$ cat src/design/dsoo_pkg.sv
// Package for the dual sawtooth octave oscillator.
// Holds field widths, register indexes, reset values, the control sequencer state type
// and the status struct passed from the frequency control to the ramp core. No dependencies.
package dsoo_pkg;

	localparam int CV_BITS      = 10;
	localparam int RAMP_BITS    = 8;
	localparam int FREQ_BITS    = 10;
	localparam int TB_BITS      = 24;
	localparam int CFG_IDX_BITS = 3;

	// Product of a sample and a frequency span, and the divider operand widths.
	localparam int PROD_BITS = CV_BITS + FREQ_BITS;
	localparam int DIV_DW    = PROD_BITS;
	localparam int DIV_VW    = FREQ_BITS;

	// Full-scale converter reading, the denominator of the voltage mapping.
	localparam logic [DIV_VW-1:0] CV_FULL_SCALE = DIV_VW'((1 << CV_BITS) - 1);

	// Register indexes on the configuration port.
	localparam logic [CFG_IDX_BITS-1:0] CFG_TIMEBASE  = 3'd0;
	localparam logic [CFG_IDX_BITS-1:0] CFG_FREQ_LO   = 3'd1;
	localparam logic [CFG_IDX_BITS-1:0] CFG_FREQ_HI   = 3'd2;
	localparam logic [CFG_IDX_BITS-1:0] CFG_THRESHOLD = 3'd3;
	localparam logic [CFG_IDX_BITS-1:0] CFG_RAMP_TOP  = 3'd4;

	// Register reset values.
	localparam logic [TB_BITS-1:0]   TIMEBASE_RST  = 24'd10000000;
	localparam logic [FREQ_BITS-1:0] FREQ_LO_RST   = 10'd20;
	localparam logic [FREQ_BITS-1:0] FREQ_HI_RST   = 10'd500;
	localparam logic [CV_BITS-1:0]   THRESHOLD_RST = 10'd5;
	localparam logic [RAMP_BITS-1:0] RAMP_TOP_RST  = 8'd255;

	// Divider periods in force after reset.
	localparam int MAIN_PERIOD_RST = 78;
	localparam int SUB_PERIOD_RST  = 156;

	// Command codes of an input word.
	localparam logic CMD_TICK = 1'b0;
	localparam logic CMD_CV   = 1'b1;

	typedef enum logic [2:0] {
		CTL_IDLE,
		CTL_MAP,
		CTL_CLAMP,
		CTL_MAIN,
		CTL_SUB
	} ctl_state_t;

	// Frequency change status seen by the ramp core.
	typedef struct packed {
		logic change_pending;
		logic pending_nz;
	} pend_t;

endpackage

$ cat src/design/dsoo_serial_div.sv
// Restoring bit-serial unsigned divider, one quotient bit per cycle.
// Shared by the voltage mapping and both period computations. Uses no package.
module dsoo_serial_div #(
	parameter int DW = 20,
	parameter int VW = 10
) (
	input  logic          clk,
	input  logic          arst_n,
	input  logic          start,
	input  logic [DW-1:0] dividend,
	input  logic [VW-1:0] divisor,
	output logic          done,
	output logic [DW-1:0] quotient
);

	localparam int CW = $clog2(DW + 1);

	logic [VW-1:0] rem_q;
	logic [DW-1:0] quo_q;
	logic [VW-1:0] dvs_q;
	logic [CW-1:0] cnt_q;
	logic          done_q;

	logic          running;
	logic [VW:0]   trial;
	logic [VW:0]   diff;
	logic          ge;

	assign running = (cnt_q != '0);
	assign trial   = {rem_q, quo_q[DW-1]};
	assign ge      = (trial >= {1'b0, dvs_q});
	assign diff    = trial - {1'b0, dvs_q};

	always_ff @(posedge clk or negedge arst_n) begin
		if (!arst_n) begin
			cnt_q  <= '0;
			done_q <= 1'b0;
		end else begin
			done_q <= running && (cnt_q == CW'(1));
			if (start) begin
				cnt_q <= CW'(DW);
			end else if (running) begin
				cnt_q <= cnt_q - CW'(1);
			end
		end
	end

	always_ff @(posedge clk) begin
		if (start) begin
			rem_q <= '0;
			quo_q <= dividend;
			dvs_q <= divisor;
		end else if (running) begin
			rem_q <= ge ? diff[VW-1:0] : trial[VW-1:0];
			quo_q <= {quo_q[DW-2:0], ge};
		end
	end

	assign done     = done_q;
	assign quotient = quo_q;

endmodule

$ cat src/design/dsoo_freq_ctrl.sv
// Frequency control: threshold test on voltage samples, linear mapping, clamping and
// precomputation of both periods through the shared serial divider. Uses dsoo_pkg.
module dsoo_freq_ctrl
	import dsoo_pkg::*;
#(
	parameter int PERIOD_BITS = 16
) (
	input  logic                   clk,
	input  logic                   arst_n,
	input  logic                   cv_take,
	input  logic [CV_BITS-1:0]     cv_sample,
	input  logic                   recompute,
	input  logic                   apply,
	input  logic [TB_BITS-1:0]     timebase_hz,
	input  logic [FREQ_BITS-1:0]   freq_lo,
	input  logic [FREQ_BITS-1:0]   freq_hi,
	input  logic [CV_BITS-1:0]     cv_thresh,
	output logic                   idle,
	output pend_t                  pend,
	output logic [PERIOD_BITS-1:0] main_next,
	output logic [PERIOD_BITS-1:0] sub_next
);

	localparam int WW = (PERIOD_BITS > DIV_DW) ? PERIOD_BITS : DIV_DW;

	ctl_state_t state_q, state_n;

	logic [CV_BITS-1:0]     last_cv_q;
	logic [FREQ_BITS-1:0]   pending_q;
	logic                   change_q;
	logic [FREQ_BITS-1:0]   f_q;
	logic [PERIOD_BITS-1:0] main_next_q;
	logic [PERIOD_BITS-1:0] sub_next_q;

	logic [CV_BITS-1:0]   cv_diff;
	logic                 cv_start;
	logic                 span_neg;
	logic [FREQ_BITS-1:0] span_mag;
	logic [PROD_BITS-1:0] product;
	logic [FREQ_BITS-1:0] mapped;
	logic [FREQ_BITS-1:0] f_clamp;
	logic [FREQ_BITS-1:0] f_low;

	logic                 div_start;
	logic [DIV_DW-1:0]    div_dividend;
	logic [DIV_VW-1:0]    div_divisor;
	logic                 div_done;
	logic [DIV_DW-1:0]    div_quot;

	function automatic logic [PERIOD_BITS-1:0] sat_period(input logic [DIV_DW-1:0] q);
		logic [WW-1:0] qw;
		logic [WW-1:0] pmax;
		qw   = WW'(q);
		pmax = WW'({PERIOD_BITS{1'b1}});
		return (qw > pmax) ? {PERIOD_BITS{1'b1}} : qw[PERIOD_BITS-1:0];
	endfunction

	assign cv_diff  = (cv_sample > last_cv_q) ? (cv_sample - last_cv_q)
	                                          : (last_cv_q - cv_sample);
	assign cv_start = cv_take && (cv_diff > cv_thresh);

	// Sign and magnitude of the span; the mapping truncates toward zero.
	assign span_neg = (freq_hi < freq_lo);
	assign span_mag = span_neg ? (freq_lo - freq_hi) : (freq_hi - freq_lo);
	assign product  = PROD_BITS'(cv_sample) * PROD_BITS'(span_mag);

	assign mapped = span_neg ? (freq_lo - div_quot[FREQ_BITS-1:0])
	                         : (freq_lo + div_quot[FREQ_BITS-1:0]);

	assign f_low   = (pending_q < freq_lo) ? freq_lo : pending_q;
	assign f_clamp = (f_low > freq_hi) ? freq_hi : f_low;

	dsoo_serial_div #(
		.DW(DIV_DW),
		.VW(DIV_VW)
	) u_div (
		.clk      (clk),
		.arst_n   (arst_n),
		.start    (div_start),
		.dividend (div_dividend),
		.divisor  (div_divisor),
		.done     (div_done),
		.quotient (div_quot)
	);

	// Next state.
	always_comb begin
		state_n = state_q;
		unique case (state_q)
			CTL_IDLE: begin
				if (cv_start) begin
					state_n = CTL_MAP;
				end else if (recompute) begin
					state_n = CTL_CLAMP;
				end
			end
			CTL_MAP: begin
				if (div_done) begin
					state_n = CTL_CLAMP;
				end
			end
			CTL_CLAMP: begin
				state_n = CTL_MAIN;
			end
			CTL_MAIN: begin
				if (div_done) begin
					state_n = CTL_SUB;
				end
			end
			CTL_SUB: begin
				if (div_done) begin
					state_n = CTL_IDLE;
				end
			end
			default: begin
				state_n = CTL_IDLE;
			end
		endcase
	end

	// Divider launch and status.
	always_comb begin
		div_start    = 1'b0;
		div_dividend = '0;
		div_divisor  = '0;
		idle         = 1'b0;
		unique case (state_q)
			CTL_IDLE: begin
				idle         = 1'b1;
				div_start    = cv_start;
				div_dividend = product;
				div_divisor  = CV_FULL_SCALE;
			end
			CTL_CLAMP: begin
				div_start    = 1'b1;
				div_dividend = DIV_DW'(timebase_hz[TB_BITS-1:8]);
				div_divisor  = f_clamp;
			end
			CTL_MAIN: begin
				div_start    = div_done;
				div_dividend = DIV_DW'(timebase_hz[TB_BITS-1:8]);
				div_divisor  = {1'b0, f_q[FREQ_BITS-1:1]};
			end
			CTL_MAP, CTL_SUB: begin
			end
			default: begin
			end
		endcase
	end

	always_ff @(posedge clk or negedge arst_n) begin
		if (!arst_n) begin
			state_q   <= CTL_IDLE;
			last_cv_q <= '0;
			pending_q <= '0;
			change_q  <= 1'b0;
		end else begin
			state_q <= state_n;
			if (cv_start) begin
				last_cv_q <= cv_sample;
				change_q  <= 1'b1;
			end
			if (state_q == CTL_MAP && div_done) begin
				pending_q <= mapped;
			end
			if (apply) begin
				pending_q <= '0;
				change_q  <= 1'b0;
			end
		end
	end

	always_ff @(posedge clk) begin
		if (state_q == CTL_CLAMP) begin
			f_q <= f_clamp;
		end
		if (state_q == CTL_MAIN && div_done) begin
			main_next_q <= sat_period(div_quot);
		end
		if (state_q == CTL_SUB && div_done) begin
			sub_next_q <= sat_period(div_quot);
		end
	end

	assign pend.change_pending = change_q;
	assign pend.pending_nz     = (pending_q != '0);
	assign main_next           = main_next_q;
	assign sub_next            = sub_next_q;

endmodule

$ cat src/design/dsoo_ramp_core.sv
// Ramp core: the two tick dividers, the two ramps and the mix of both.
// Applies a precomputed period pair at a main step from zero. Uses dsoo_pkg.
module dsoo_ramp_core
	import dsoo_pkg::*;
#(
	parameter int PERIOD_BITS = 16
) (
	input  logic                   clk,
	input  logic                   arst_n,
	input  logic                   tick,
	input  logic [RAMP_BITS-1:0]   ramp_top,
	input  pend_t                  pend,
	input  logic [PERIOD_BITS-1:0] main_next,
	input  logic [PERIOD_BITS-1:0] sub_next,
	output logic                   apply,
	output logic                   res_valid,
	output logic [RAMP_BITS-1:0]   res_dac,
	output logic [RAMP_BITS-1:0]   res_ramp
);

	logic [PERIOD_BITS-1:0] main_cnt_q, sub_cnt_q;
	logic [PERIOD_BITS-1:0] main_per_q, sub_per_q;
	logic [RAMP_BITS-1:0]   main_ramp_q, sub_ramp_q;

	logic [PERIOD_BITS-1:0] main_cnt_inc, sub_cnt_inc;
	logic                   main_fire, sub_fire;
	logic [RAMP_BITS-1:0]   main_ramp_n, sub_ramp_n;
	logic [RAMP_BITS:0]     mix_sum;

	function automatic logic [RAMP_BITS-1:0] ramp_step(input logic [RAMP_BITS-1:0] v,
	                                                   input logic [RAMP_BITS-1:0] top);
		logic [RAMP_BITS:0] n;
		n = {1'b0, v} + (RAMP_BITS+1)'(1);
		return (n > {1'b0, top}) ? '0 : n[RAMP_BITS-1:0];
	endfunction

	assign sub_cnt_inc  = sub_cnt_q + PERIOD_BITS'(1);
	assign main_cnt_inc = main_cnt_q + PERIOD_BITS'(1);
	assign sub_fire     = (sub_cnt_inc >= sub_per_q);
	assign main_fire    = (main_cnt_inc >= main_per_q);

	assign sub_ramp_n  = sub_fire ? ramp_step(sub_ramp_q, ramp_top) : sub_ramp_q;
	assign main_ramp_n = ramp_step(main_ramp_q, ramp_top);

	assign apply = tick && main_fire && (main_ramp_q == '0)
	               && pend.change_pending && pend.pending_nz;

	assign mix_sum   = {1'b0, main_ramp_n} + {1'b0, sub_ramp_n};
	assign res_valid = tick && main_fire;
	assign res_dac   = mix_sum[RAMP_BITS:1];
	assign res_ramp  = main_ramp_n;

	always_ff @(posedge clk or negedge arst_n) begin
		if (!arst_n) begin
			main_cnt_q  <= '0;
			sub_cnt_q   <= '0;
			main_per_q  <= PERIOD_BITS'(MAIN_PERIOD_RST);
			sub_per_q   <= PERIOD_BITS'(SUB_PERIOD_RST);
			main_ramp_q <= '0;
			sub_ramp_q  <= '0;
		end else if (tick) begin
			sub_cnt_q  <= sub_fire ? '0 : sub_cnt_inc;
			sub_ramp_q <= sub_ramp_n;
			main_cnt_q <= main_fire ? '0 : main_cnt_inc;
			if (main_fire) begin
				main_ramp_q <= main_ramp_n;
			end
			if (apply) begin
				main_per_q <= main_next;
				sub_per_q  <= sub_next;
			end
		end
	end

endmodule

$ cat src/design/dsoo_out_queue.sv
// Two-entry result queue between the ramp core and the output channel.
// Keeps a waiting word apart from the next tick. Uses dsoo_pkg.
module dsoo_out_queue
	import dsoo_pkg::*;
(
	input  logic                 clk,
	input  logic                 arst_n,
	input  logic                 push,
	input  logic [RAMP_BITS-1:0] push_dac,
	input  logic [RAMP_BITS-1:0] push_ramp,
	input  logic                 pop_stall,
	output logic                 full,
	output logic                 head_valid,
	output logic [RAMP_BITS-1:0] head_dac,
	output logic [RAMP_BITS-1:0] head_ramp
);

	logic [RAMP_BITS-1:0] dac_q  [2];
	logic [RAMP_BITS-1:0] ramp_q [2];
	logic                 wr_q, rd_q;
	logic [1:0]           cnt_q;
	logic                 pop;

	assign head_valid = (cnt_q != 2'd0);
	assign full       = (cnt_q == 2'd2);
	assign pop        = head_valid && !pop_stall;
	assign head_dac   = dac_q[rd_q];
	assign head_ramp  = ramp_q[rd_q];

	always_ff @(posedge clk or negedge arst_n) begin
		if (!arst_n) begin
			wr_q  <= 1'b0;
			rd_q  <= 1'b0;
			cnt_q <= 2'd0;
		end else begin
			if (push) begin
				wr_q <= ~wr_q;
			end
			if (pop) begin
				rd_q <= ~rd_q;
			end
			cnt_q <= cnt_q + {1'b0, push} - {1'b0, pop};
		end
	end

	always_ff @(posedge clk) begin
		if (push) begin
			dac_q[wr_q]  <= push_dac;
			ramp_q[wr_q] <= push_ramp;
		end
	end

endmodule

$ cat src/design/dual_sawtooth_octave_oscillator.sv
// Top level of the dual sawtooth octave oscillator.
// Holds the configuration registers and joins frequency control, ramp core and
// result queue. Uses dsoo_pkg and the dsoo_* modules.
//
// The item channel (item_valid, item_stall, command, cv_sample) carries one word per
// timebase tick (command 0) or per control-voltage sample (command 1). A tick word that
// makes the main divider fire yields one result word on the result channel (result_valid,
// result_stall, dac_value, main_ramp) through the result queue; other words yield
// nothing. While item_stall is low, ticks are taken back to back, one per cycle.
// A sample that moves more than the threshold away from the last accepted one starts a
// precomputation on the shared bit-serial divider: three 20-step divisions (voltage
// mapping, main period, sub period) with a clamp state after the first one, during
// which item_stall stays high. A write to the timebase, lowest or highest frequency
// register reruns the clamp and both period divisions, so that a pending frequency
// meets the current settings. Configuration words (cfg_valid, cfg_ready, cfg_index,
// cfg_data) are taken while the divider is idle; unknown indexes are dropped.
// Results pass through a two-entry queue, so a stalled receiver holds its word while ticks
// keep coming; beside the divider, item_stall rises only when the queue is full.
// Reset loads the register defaults, clears both ramps and counts and sets the main and
// sub periods to 78 and 156 ticks.
module dual_sawtooth_octave_oscillator
	import dsoo_pkg::*;
#(
	parameter int PERIOD_BITS = 16
) (
	input  logic                    clk,
	input  logic                    arst_n,
	input  logic                    item_valid,
	output logic                    item_stall,
	input  logic                    command,
	input  logic [CV_BITS-1:0]      cv_sample,
	output logic                    result_valid,
	input  logic                    result_stall,
	output logic [RAMP_BITS-1:0]    dac_value,
	output logic [RAMP_BITS-1:0]    main_ramp,
	input  logic                    cfg_valid,
	output logic                    cfg_ready,
	input  logic [CFG_IDX_BITS-1:0] cfg_index,
	input  logic [TB_BITS-1:0]      cfg_data
);

	logic [TB_BITS-1:0]   timebase_q;
	logic [FREQ_BITS-1:0] freq_lo_q;
	logic [FREQ_BITS-1:0] freq_hi_q;
	logic [CV_BITS-1:0]   threshold_q;
	logic [RAMP_BITS-1:0] ramp_top_q;

	logic                   ctl_idle;
	logic                   q_full;
	logic                   item_take;
	logic                   cfg_take;
	logic                   recompute;
	logic                   apply;
	pend_t                  pend;
	logic [PERIOD_BITS-1:0] main_next;
	logic [PERIOD_BITS-1:0] sub_next;
	logic                   res_valid;
	logic [RAMP_BITS-1:0]   res_dac;
	logic [RAMP_BITS-1:0]   res_ramp;

	// Items wait while the divider is busy or the result queue has no room.
	assign item_stall = !ctl_idle || q_full;
	assign item_take  = item_valid && !item_stall;
	assign cfg_ready  = ctl_idle;
	assign cfg_take   = cfg_valid && cfg_ready;

	// Registers that feed the period divisions force a recomputation.
	assign recompute = cfg_take && ((cfg_index == CFG_TIMEBASE)
	                                || (cfg_index == CFG_FREQ_LO)
	                                || (cfg_index == CFG_FREQ_HI));

	always_ff @(posedge clk or negedge arst_n) begin
		if (!arst_n) begin
			timebase_q  <= TIMEBASE_RST;
			freq_lo_q   <= FREQ_LO_RST;
			freq_hi_q   <= FREQ_HI_RST;
			threshold_q <= THRESHOLD_RST;
			ramp_top_q  <= RAMP_TOP_RST;
		end else if (cfg_take) begin
			unique case (cfg_index)
				CFG_TIMEBASE:  timebase_q  <= cfg_data;
				CFG_FREQ_LO:   freq_lo_q   <= cfg_data[FREQ_BITS-1:0];
				CFG_FREQ_HI:   freq_hi_q   <= cfg_data[FREQ_BITS-1:0];
				CFG_THRESHOLD: threshold_q <= cfg_data[CV_BITS-1:0];
				CFG_RAMP_TOP:  ramp_top_q  <= cfg_data[RAMP_BITS-1:0];
				default: begin
				end
			endcase
		end
	end

	dsoo_freq_ctrl #(
		.PERIOD_BITS(PERIOD_BITS)
	) u_ctrl (
		.clk          (clk),
		.arst_n       (arst_n),
		.cv_take      (item_take && (command == CMD_CV)),
		.cv_sample    (cv_sample),
		.recompute    (recompute),
		.apply        (apply),
		.timebase_hz  (timebase_q),
		.freq_lo      (freq_lo_q),
		.freq_hi      (freq_hi_q),
		.cv_thresh    (threshold_q),
		.idle         (ctl_idle),
		.pend         (pend),
		.main_next    (main_next),
		.sub_next     (sub_next)
	);

	dsoo_ramp_core #(
		.PERIOD_BITS(PERIOD_BITS)
	) u_core (
		.clk       (clk),
		.arst_n    (arst_n),
		.tick      (item_take && (command == CMD_TICK)),
		.ramp_top  (ramp_top_q),
		.pend      (pend),
		.main_next (main_next),
		.sub_next  (sub_next),
		.apply     (apply),
		.res_valid (res_valid),
		.res_dac   (res_dac),
		.res_ramp  (res_ramp)
	);

	dsoo_out_queue u_queue (
		.clk        (clk),
		.arst_n     (arst_n),
		.push       (res_valid),
		.push_dac   (res_dac),
		.push_ramp  (res_ramp),
		.pop_stall  (result_stall),
		.full       (q_full),
		.head_valid (result_valid),
		.head_dac   (dac_value),
		.head_ramp  (main_ramp)
	);

endmodule

$ cat config.mk
export PLATFORM = sky130hd
export DESIGN_NAME = dual_sawtooth_octave_oscillator
export DESIGN_NICKNAME = d
export VERILOG_FILES = /design/src/design/dsoo_pkg.sv /design/src/design/dsoo_serial_div.sv /design/src/design/dsoo_freq_ctrl.sv /design/src/design/dsoo_ramp_core.sv /design/src/design/dsoo_out_queue.sv /design/src/design/dual_sawtooth_octave_oscillator.sv
export SDC_FILE = /design/constraint.sdc
export NUM_CORES = 1
export LEC_CHECK = 0
export BUFFER_PORTS_ARGS = -buffer_cell sky130_fd_sc_hd__buf_2
export CAP_MARGIN = 25
export CORE_MARGIN = 2
export CORE_UTILIZATION = 50
export DETAILED_ROUTE_END_ITERATION = 8
export PLACE_DENSITY = 0.68
export SKIP_CTS_REPAIR_TIMING = 1
export SKIP_LAST_GASP = 1
export SLEW_MARGIN = 20
export SYNTH_ARGS = -nofsm -noshare
export SYNTH_HDL_FRONTEND = slang
export SYNTH_SLANG_ARGS = --single-unit
$ cat constraint.sdc
create_clock -name clk -period 10.5 [get_ports clk]
set_clock_uncertainty 0.05 [all_clocks]
set_input_delay 1.05 -clock clk [delete_from_list [all_inputs] [get_ports clk]]
set_output_delay 1.05 -clock clk [all_outputs]
set_load 0.005 [all_outputs]
==> metrics.yaml, run 1 <==
power_and_ir_drop:
  ir_worst_vdd_mv: 0.127
  swShare: 0.230
  power_density_nw_per_um2: 109
  power_frac_seq: 0.482
  power.switching_w: 0.000549
  p_int_w: 0.00184
  p_leak_nw: 10.6
  clkPwrFrac: 0.478
  combPwrFrac: 0.041
  power_w: 0.00239
layout:
  areaGrowthSynthToFinish_pct: 9.61
  final_nets: 2365
  drive_gt1_frac: 0.139
  diodes: 0
  finish.utilization: 0.555
  fill_cells: 3480
  stdcell_area_um2: 22000
global_route:
  grt_pass1_wl_um: 76400
  grt_use_total: 0.228
  grt_overflow: 0
  antenna_found_initial: 0
  grt_pass1_vias: 14700
  grt_start_max_net_pins: 62
hold_path:
  hold_path_class: "in -> async"
critical_path:
  cp_slowest_stage_delay_ns: 0.69
  crit_path_end_kind: "register"
  cp.buffers_inverters: 6
  cp-start-kind: "register"
  crit_family: "adder cells"
  worstPathMaxFanout: 23
  r2r-start: "freq_hi_q[0]"
  arrival_ns: 8.58
  critPathLaunch: "freq_hi_q[0]"
  slowest_stage: "xnor2_1"
  crit_type: "reg -> reg"
  critPathRequiredTime_ns: 10.77
floorplan:
  core_um2: 39600
  dieHeight_um: 204
  fp-row-count: 73
  start_util: 0.506
  ios: 62
  die_x_um: 204
  die_area_um2: 41700
placed_design:
  dpl_cell_area_um2: 20900
  place_congestion: 0.906
  port_buffers: 61
  hpwl_um: 34800
routing:
  drcViolationCount: 0
  vias: 14400
  drt-total-wl_um: 45900
  initialDrtViolationCount: 762
  wl_per_cell_um: 17.7
  vias_per_cell: 5.56
  drt_first_pass_iters: 5
  ant_nets: 0
sta:
  fin_crit_sh: 0.792
  timing.hold.ws_ns: 0.379
  fin_crit_ns: 8.31
  worst_pin_slew_ns: 0.935
  fin_setup_tns_ns: 0
  slew_headroom: 0.373
  hold_viol_final: 0
  setup-violations-final: 0
  final_max_slew_viol_count: 0
  rsz0062_at_grt: "false"
  fmax_ghz: 0.120
yosys:
  ys_top_cells_by_count: "inv_1, nand2_1, ha_1, o21ai_0, dfrtp_1"
  synth-seq-cells: 281
  seq_area_frac_synth: 0.376
  synth-main-ff-cell: "dfrtp_1"
  syn_avg_cell_area_um2: 9.99
  yosysWarnings: 0
  synthArstFlopShare: 0.598
  netlist_top_cells_area: "dfrtp_1, edfxtp_1, ha_1, fa_1, dfstp_2"
  synth-edff-count: 103
  synth_top_area_frac: 0.168
  ys_types: 71
  postSynthCellCount: 2007
  syn_nets: 2326
  synth.most_common_cell: "inv_1"
  yosysTopAreaCell: "dfrtp_1"
  synth_area_um2: 20100
clock_tree:
  cts-root-buf: "clkbuf_16"
  clock_latency_ns: 0.59
  clkSinkCount: 281
  clk_path_buf_depth: 3
  cts_made_buffers: 31
  cts.clk_slew.worst_paths_ns: 0.06
  cts_tree: "done"
  h-tree-depth: 1
outcome:
  status: "finished, final reports clean"
flow_run:
  maxCapViolations: 0
## cell families (layout without fill, tap and decap cells)
logic type,after synthesis,count (layout),share of synthesized area
flip-flops,281,281,0.376
XOR/XNOR,106,106,0.0463
buffers and inverters,297,361,0.0572
AO/OA/AOI/OAI,394,394,0.123
multiplexers,123,123,0.0734
AND/OR/NAND/NOR,530,530,0.127
adder cells (fa/ha/maj),276,276,0.198
## cell usage in the layout, fill, tap and decap left out, types with 10 or more instances in the layout
cell / Yosys / final
dfrtp_1: 135 / 135
buf_4: 0 / 14
inv_1: 225 / 225
and3_1: 23 / 23
nand2_1: 208 / 208
clkbuf_16: 0 / 31
xnor2_1: 55 / 55
a21oi_1: 80 / 80
a21o_1: 51 / 51
mux2_2: 76 / 76
and2_1: 58 / 58
mux2i_1: 18 / 18
xor2_1: 51 / 51
nor3_1: 20 / 19
buf_2: 8 / 60
dfstp_2: 33 / 33
nor2_1: 82 / 80
dfxtp_1: 10 / 10
edfxtp_1: 103 / 103
mux2_4: 29 / 29
a221oi_1: 17 / 17
nand4_1: 18 / 18
o21ai_0: 147 / 147
nor2b_1: 14 / 14
nand3_1: 39 / 39
fa_1: 69 / 69
nand2b_1: 39 / 39
ha_1: 207 / 207
o22ai_1: 10 / 10
## worst register-to-register path, delay by kind of cell, from the launching register on
family	cells	cell delay, ns
AOI/OAI and AO/OA	13	2.63
xor gates and xnor gates	2	0.82
adders and majority gates	8	3.37
buffers and inverters	6	0.36
DFF	1	0.41
and+or+nand+nor	2	0.40
## power by group through the flow
stage	clock (W)	combinational [W]	sequential, W
4_1_cts	0.00117	0.0000985	0.00115
2_1_floorplan	0	0.0000645	0.00116
3_5_place_dp	0	0.0000976	0.00117
3_3_place_gp	0	0.0000934	0.00117
6_report	0.00114	0.0000971	0.00115
5_1_grt	0.00121	0.000109	0.00115
## metal layers
layer  GRT usage  up-vias  share of wire
li1            -     6968              -
met1       0.309     7068           0.45
met2       0.382      304           0.48
met3      0.0265       82          0.039
met4      0.0714        0          0.030
met5           0        -              0
## final timing paths
check,endpoint,slack (ns),cells past startpoint
min in group clk,u_ctrl.u_div.rem_q[9],0.41,2
max,u_ctrl.u_div.quotient[19],2.19,31
max reg2reg,u_ctrl.u_div.quotient[19],2.19,31
min reg2reg,u_ctrl.u_div.rem_q[9],0.41,2
max in group asynchronous,u_core.sub_per_q[15],8.81,2
min,u_core.main_ramp_q[2],0.38,1
## metrics by stage
stage	cells	worst slack [ns]
2_1_floorplan	2007	3.10
3_3_place_gp	2536	2.49
3_5_place_dp	2538	2.29
4_1_cts	2596	2.27
5_1_grt	2596	1.62
6_report	2596	2.19
## area by class of cell
type	count	area, µm²	area share
multi-input cells	1429	11400	0.519
repair buffers	77	455	0.0207
flip-flops and latches	281	7540	0.343
well taps	525	657	0.0299
clock buffers	35	821	0.0373
inverters	226	848	0.0386
clock inverters	23	258	0.0117
## sequential cells by signal, indices dropped and copies added (netlist names), 16 cells and up
| register | count |
|---|---|
| u_core.sub_cnt_q | 16 |
| u_ctrl.sub_next | 16 |
| u_ctrl.main_next | 16 |
| u_core.sub_per_q | 16 |
| timebase_q | 16 |
| u_queue.dac_q | 16 |
| u_ctrl.u_div.quotient | 20 |
| u_queue.ramp_q | 16 |
| u_core.main_per_q | 16 |
| u_core.main_cnt_q | 16 |
Note: power is estimated with default switching activity, not from simulation.
==> run 2, diff against run 1 <==
Settings changed: ABC_AREA set to 1, PLACE_DENSITY 0.68 to 0.71.
Clock period 10.5 ns to 7.63 ns, I/O delays scaled along.
==> metrics.yaml, run 2 <==
critical_path:
  cp.buffers_inverters: 5  # -1
  crit_type: "reg -> reg"
  critPathRequiredTime_ns: 7.86  # -2.91 ns
  arrival_ns: 7.31  # -1.27 ns
  crit_family: "adder cells"
  cp-start-kind: "register"
  cpMostUsedCell: "nand2_1"
  rrSetupSlack_ns: 0.56  # -1.63 ns
  crit_path_end_kind: "register"
  cp_slowest_stage_delay_ns: 0.56  # -0.13 ns
  worstPathMaxFanout: 10  # -57%
  slowest_stage: "dfstp_2"
layout:
  largest_register_ffs: 20  # unchanged
  final_nets: 2869  # +21%
  final_common_cell: "nand2_1"
  stdcell_area_um2: 22500  # +2.4%
  drive_gt1_frac: 0.0955  # -0.0431
  multi_input_area_um2: 11100  # -2.7%
  fill_cells: 3724  # +7.0%
  regArea_um2: 7540  # unchanged
  areaGrowthSynthToFinish_pct: 9.80
  mostFrequentLayoutCells: "nand2_1, inv_1, nor2_1, ha_1, o21ai_0"
routing:
  initialDrtViolationCount: 965  # +27%
  drt_first_pass_iters: 6  # +1
  drt-total-wl_um: 50400  # +9.9%
  ant_nets: 0  # unchanged
  vias_per_cell: 5.27  # -5.1%
  vias: 16400  # +14%
  wl_per_cell_um: 16.2  # -8.3%
  drcViolationCount: 0  # unchanged
global_route:
  grt_overflow: 0  # unchanged
  antenna_found_initial: 2  # +2
  grt_pass1_wl_um: 82700  # +8.3%
  grt_start_max_net_pins: 111  # +79%
  grt_use_total: 0.245  # +0.0170
  grt_pass1_vias: 16200  # +11%
clock_tree:
  cts.clk_slew.worst_paths_ns: 0.06  # about the same
  clkSinkCount: 281  # unchanged
  cts_made_buffers: 34  # +9.7%
  h-tree-depth: 2  # +1
  cts-root-buf: "clkbuf_16"
  clk_path_buf_depth: 3  # unchanged
  cts_tree: "done"
  clock_latency_ns: 0.56  # -0.03 ns
flow_run:
  maxCapViolations: 0  # unchanged
yosys:
  netlist_top_cells_area: "dfrtp_1, edfxtp_1, ha_1, nand2_1, inv_1"
  synth.most_common_cell: "nand2_1"
  yosysWarnings: 0  # unchanged
  postSynthCellCount: 2487  # +24%
  synth_top_area_frac: 0.165  # -0.00363
  ys_top_cells_by_count: "nand2_1, inv_1, nor2_1, ha_1, o21ai_0"
  ys_types: 67  # -5.6%
  synthArstFlopShare: 0.598  # unchanged
  seq_area_frac_synth: 0.368  # -0.00810
  syn_nets: 2806  # +21%
  synth_area_um2: 20500  # +2.2%
  synth-seq-cells: 281  # unchanged
  syn_avg_cell_area_um2: 8.24  # -18%
  yosysTopAreaCell: "dfrtp_1"
  synth-main-ff-cell: "dfrtp_1"
  synth-edff-count: 103  # unchanged
sta:
  rsz0062_at_grt: "false"
  slew_headroom: 0.390  # +0.0174
  final_max_slew_viol_count: 0  # unchanged
  fin_setup_tns_ns: 0  # unchanged
  hold_viol_final: 0  # unchanged
  worst_pin_slew_ns: 0.915  # -0.0199 ns
  fin_crit_ns: 7.07  # -1.24 ns
  fmax_ghz: 0.141  # +18%
  fin_crit_sh: 0.927  # +0.135
  setup-violations-final: 0  # unchanged
placed_design:
  port_buffers: 61  # unchanged
  place_congestion: 0.912  # +0.62%
  hpwl_um: 38700  # +11%
  dpl_cell_area_um2: 21300  # +2.1%
floorplan:
  die_area_um2: 42600  # +2.2%
  start_util: 0.504  # -0.00165
  dieHeight_um: 206  # +1.1%
  die_x_um: 206  # +1.1%
  ios: 62  # unchanged
  fp-row-count: 74  # +1.4%
  core_um2: 40600  # +2.5%
outcome:
  status: "finished, final reports clean"
hold_path:
  hold_path_class: "in -> async"
==> run 2: worst reg2reg max path: cells and delay by family (launching register included) <==
kind                       cells  cell delay (ns)
adders and majority gates      7             3.42
and+or+nand+nor               11             1.35
AOI/OAI and AO/OA              4             0.91
DFF                            1             0.56
buffers and inverters          5             0.35
xor gates and xnor gates       1             0.17
==> run 2: kinds of logic after synthesis <==
group	synth area share
and+or+nand+nor	0.195
buffers and inverters	0.0919
AOI/OAI and AO/OA	0.106
DFF	0.368
adders and majority gates	0.194
xor gates and xnor gates	0.0341
muxes	0.0113
==> run 2: layout make-up <==
type / instances / area share
diodes: 2 / 0.000222
clock buffers: 38 / 0.0399
clock inverters: 24 / 0.0120
inverters: 425 / 0.0710
multi-input cells: 1731 / 0.493
flip-flops and latches: 281 / 0.335
well taps: 532 / 0.0296
repair buffers: 77 / 0.0193
==> run 2: path summary, 6_finish.rpt <==
check,start,endpoint,depth (start not counted)
max in group asynchronous,arst_n,u_ctrl.last_cv_q[5],2
worst min-delay path,arst_n,u_core.main_cnt_q[5],1
worst max-delay path,freq_lo_q[2],u_ctrl.u_div.quotient[19],28
min in group clk,cfg_data[18],timebase_q[18],2
worst min register to register,u_ctrl.u_div.rem_q[2],u_ctrl.u_div.rem_q[2],2
worst max register to register,freq_lo_q[2],u_ctrl.u_div.quotient[19],28
==> run 2: per-stage QoR <==
stage               hold WS [ns]  instances  utilization  setup WS, ns
global route               0.368       3109        0.554        0.0504
CTS                        0.370       3108        0.554         0.455
finish                     0.291       3110        0.554         0.556
floorplan                  0.393       2487            -          1.25
detailed placement         0.410       3046        0.525         0.558
global placement           0.406       3046        0.525         0.712
==> run 2: layer usage <==
layer  GRT usage  vias to the layer above  part of all wire
met2       0.423                      363              0.49
met3      0.0348                       86             0.041
li1            -                     8141                 -
met5           0                        -                 0
met4      0.0770                        0             0.029
met1       0.317                     7807              0.44
Power of run 2 is left out: the tool's default activity adds up to more than one toggle a clock period on the data nets, which glitch-free logic cannot reach.
==> run 3, diff against run 2 <==
Settings changed: GPL_ROUTABILITY_DRIVEN set to 0, GPL_TIMING_DRIVEN set to 0, PLACE_DENSITY 0.71 to 0.68.
Clock period 7.63 ns to 9 ns, I/O delays scaled along.
==> metrics.yaml, run 3 (synthesized netlist as in run 2, its figures left out) <==
critical_path:
  worstPathMaxFanout: 10  # unchanged
  critPathLaunch: "freq_lo_q[2]"
  cpMostUsedCell: "inv_1"
  crit_path_end_kind: "register"
  critPathRequiredTime_ns: 9.23  # +1.37 ns
  cp-start-kind: "register"
  r2r-start: "freq_lo_q[2]"
  arrival_ns: 7.57  # +0.26 ns
  cp_slowest_stage_delay_ns: 0.56  # about the same
  crit_type: "reg -> reg"
  slowest_stage: "dfstp_2"
clock_tree:
  cts-root-buf: "clkbuf_16"
  clk_path_buf_depth: 3  # unchanged
  cts_made_buffers: 34  # unchanged
  clkSinkCount: 281  # unchanged
  cts.clk_slew.worst_paths_ns: 0.06  # about the same
  clock_latency_ns: 0.53  # -0.03 ns
  cts_tree: "done"
  h-tree-depth: 2  # unchanged
layout:
  areaGrowthSynthToFinish_pct: 10.7
  drive_gt1_frac: 0.0984  # +0.00290
  diodes: 0  # -2
  fill_cells: 3690  # -0.91%
  final_common_cell: "nand2_1"
  final_nets: 2905  # +1.3%
  finish.utilization: 0.558  # +0.00474
  mostFrequentLayoutCells: "nand2_1, inv_1, ha_1, nor2_1, o21ai_0"
  largest_register_ffs: 20  # unchanged
routing:
  vias_per_cell: 5.29  # +0.37%
  drt-total-wl_um: 49700  # -1.4%
  drt_first_pass_iters: 5  # -1
  initialDrtViolationCount: 1081  # +12%
  wl_per_cell_um: 15.8  # -2.5%
  vias: 16600  # +1.5%
  ant_nets: 0  # unchanged
  drcViolationCount: 0  # unchanged
floorplan:
  fp-row-count: 74  # unchanged
  die_x_um: 206  # unchanged
  core_um2: 40600  # unchanged
  dieHeight_um: 206  # unchanged
  ios: 62  # unchanged
  die_area_um2: 42600  # unchanged
  start_util: 0.504  # unchanged
sta:
  fin_setup_tns_ns: 0  # unchanged
  setup-violations-final: 0  # unchanged
  fin_crit_sh: 0.815  # -0.112
  slew_headroom: 0.394  # +0.00404
  rsz0062_at_grt: "false"
  worst_pin_slew_ns: 0.901  # -0.0136 ns
  hold_viol_final: 0  # unchanged
  timing.final.ws_setup_ns: 1.67  # +1.11 ns
  fmax_ghz: 0.136  # -3.5%
  fin_crit_ns: 7.33  # +0.259 ns
  final_max_slew_viol_count: 0  # unchanged
placed_design:
  port_buffers: 61  # unchanged
  hpwl_um: 38900  # +0.45%
  place_ws_ns: 1.75  # +1.20 ns
outcome:
  status: "finished, final reports clean"
global_route:
  grt_overflow: 0  # unchanged
  grt_pass1_vias: 16200  # +0.031%
  grt_use_total: 0.241  # -0.00414
  grt_pass1_wl_um: 81600  # -1.3%
  antenna_found_initial: 0  # -2
  grt_start_max_net_pins: 92  # -17%
hold_path:
  hold_path_class: "in -> async"
flow_run:
  maxCapViolations: 0  # unchanged
-- run 3: through the flow --
step                hold WS, ns  instance area (µm²)  std cells
finish                    0.307                22700       3144
global route              0.352                22700       3144
CTS                       0.319                22700       3144
detailed placement        0.413                21500       3082
global placement          0.408                21500       3080
floorplan                 0.393                20500       2487
-- run 3: path summary, 6_finish.rpt --
| kind | endpoint | slack (ns) | cells past startpoint |
|---|---|---|---|
| worst min register to register | u_ctrl.u_div.rem_q[4] | 0.42 | 2 |
| worst min-delay path | u_core.main_cnt_q[13] | 0.31 | 1 |
| max in group asynchronous | threshold_q[0] | 7.66 | 2 |
| worst max register to register | u_ctrl.u_div.quotient[19] | 1.67 | 28 |
| min in group clk | u_ctrl.u_div.rem_q[4] | 0.42 | 2 |
| worst max-delay path | u_ctrl.u_div.quotient[19] | 1.67 | 28 |
-- run 3: worst max-delay path: cells and delay by family, from the launching register on --
family / cells / cell delay [ns]
xor gates and xnor gates: 1 / 0.51
and+or+nand+nor: 8 / 0.96
buffers and inverters: 7 / 0.61
DFF: 1 / 0.56
adders and majority gates: 7 / 3.27
AOI/OAI and AO/OA: 5 / 1.11
-- run 3: routing by layer --
metal / track usage / vias up / share of wire
met1: 0.319 / 7898 / 0.44
met2: 0.410 / 454 / 0.48
met3: 0.0284 / 73 / 0.050
li1: - / 8212 / -
met5: 0 / - / 0
met4: 0.0776 / 0 / 0.027
-- run 3: cell type report --
class                   count  area [µm²]  area share
plain buffers              50         285      0.0126
clock buffers              42         922      0.0406
clock inverters            20         244      0.0107
inverters                 425        1600      0.0704
multi-input cells        1731       11100       0.489
flip-flops and latches    281        7540       0.332
well taps                 532         666      0.0293
repair buffers             63         354      0.0156
Power of run 3 is left out for the same reason.
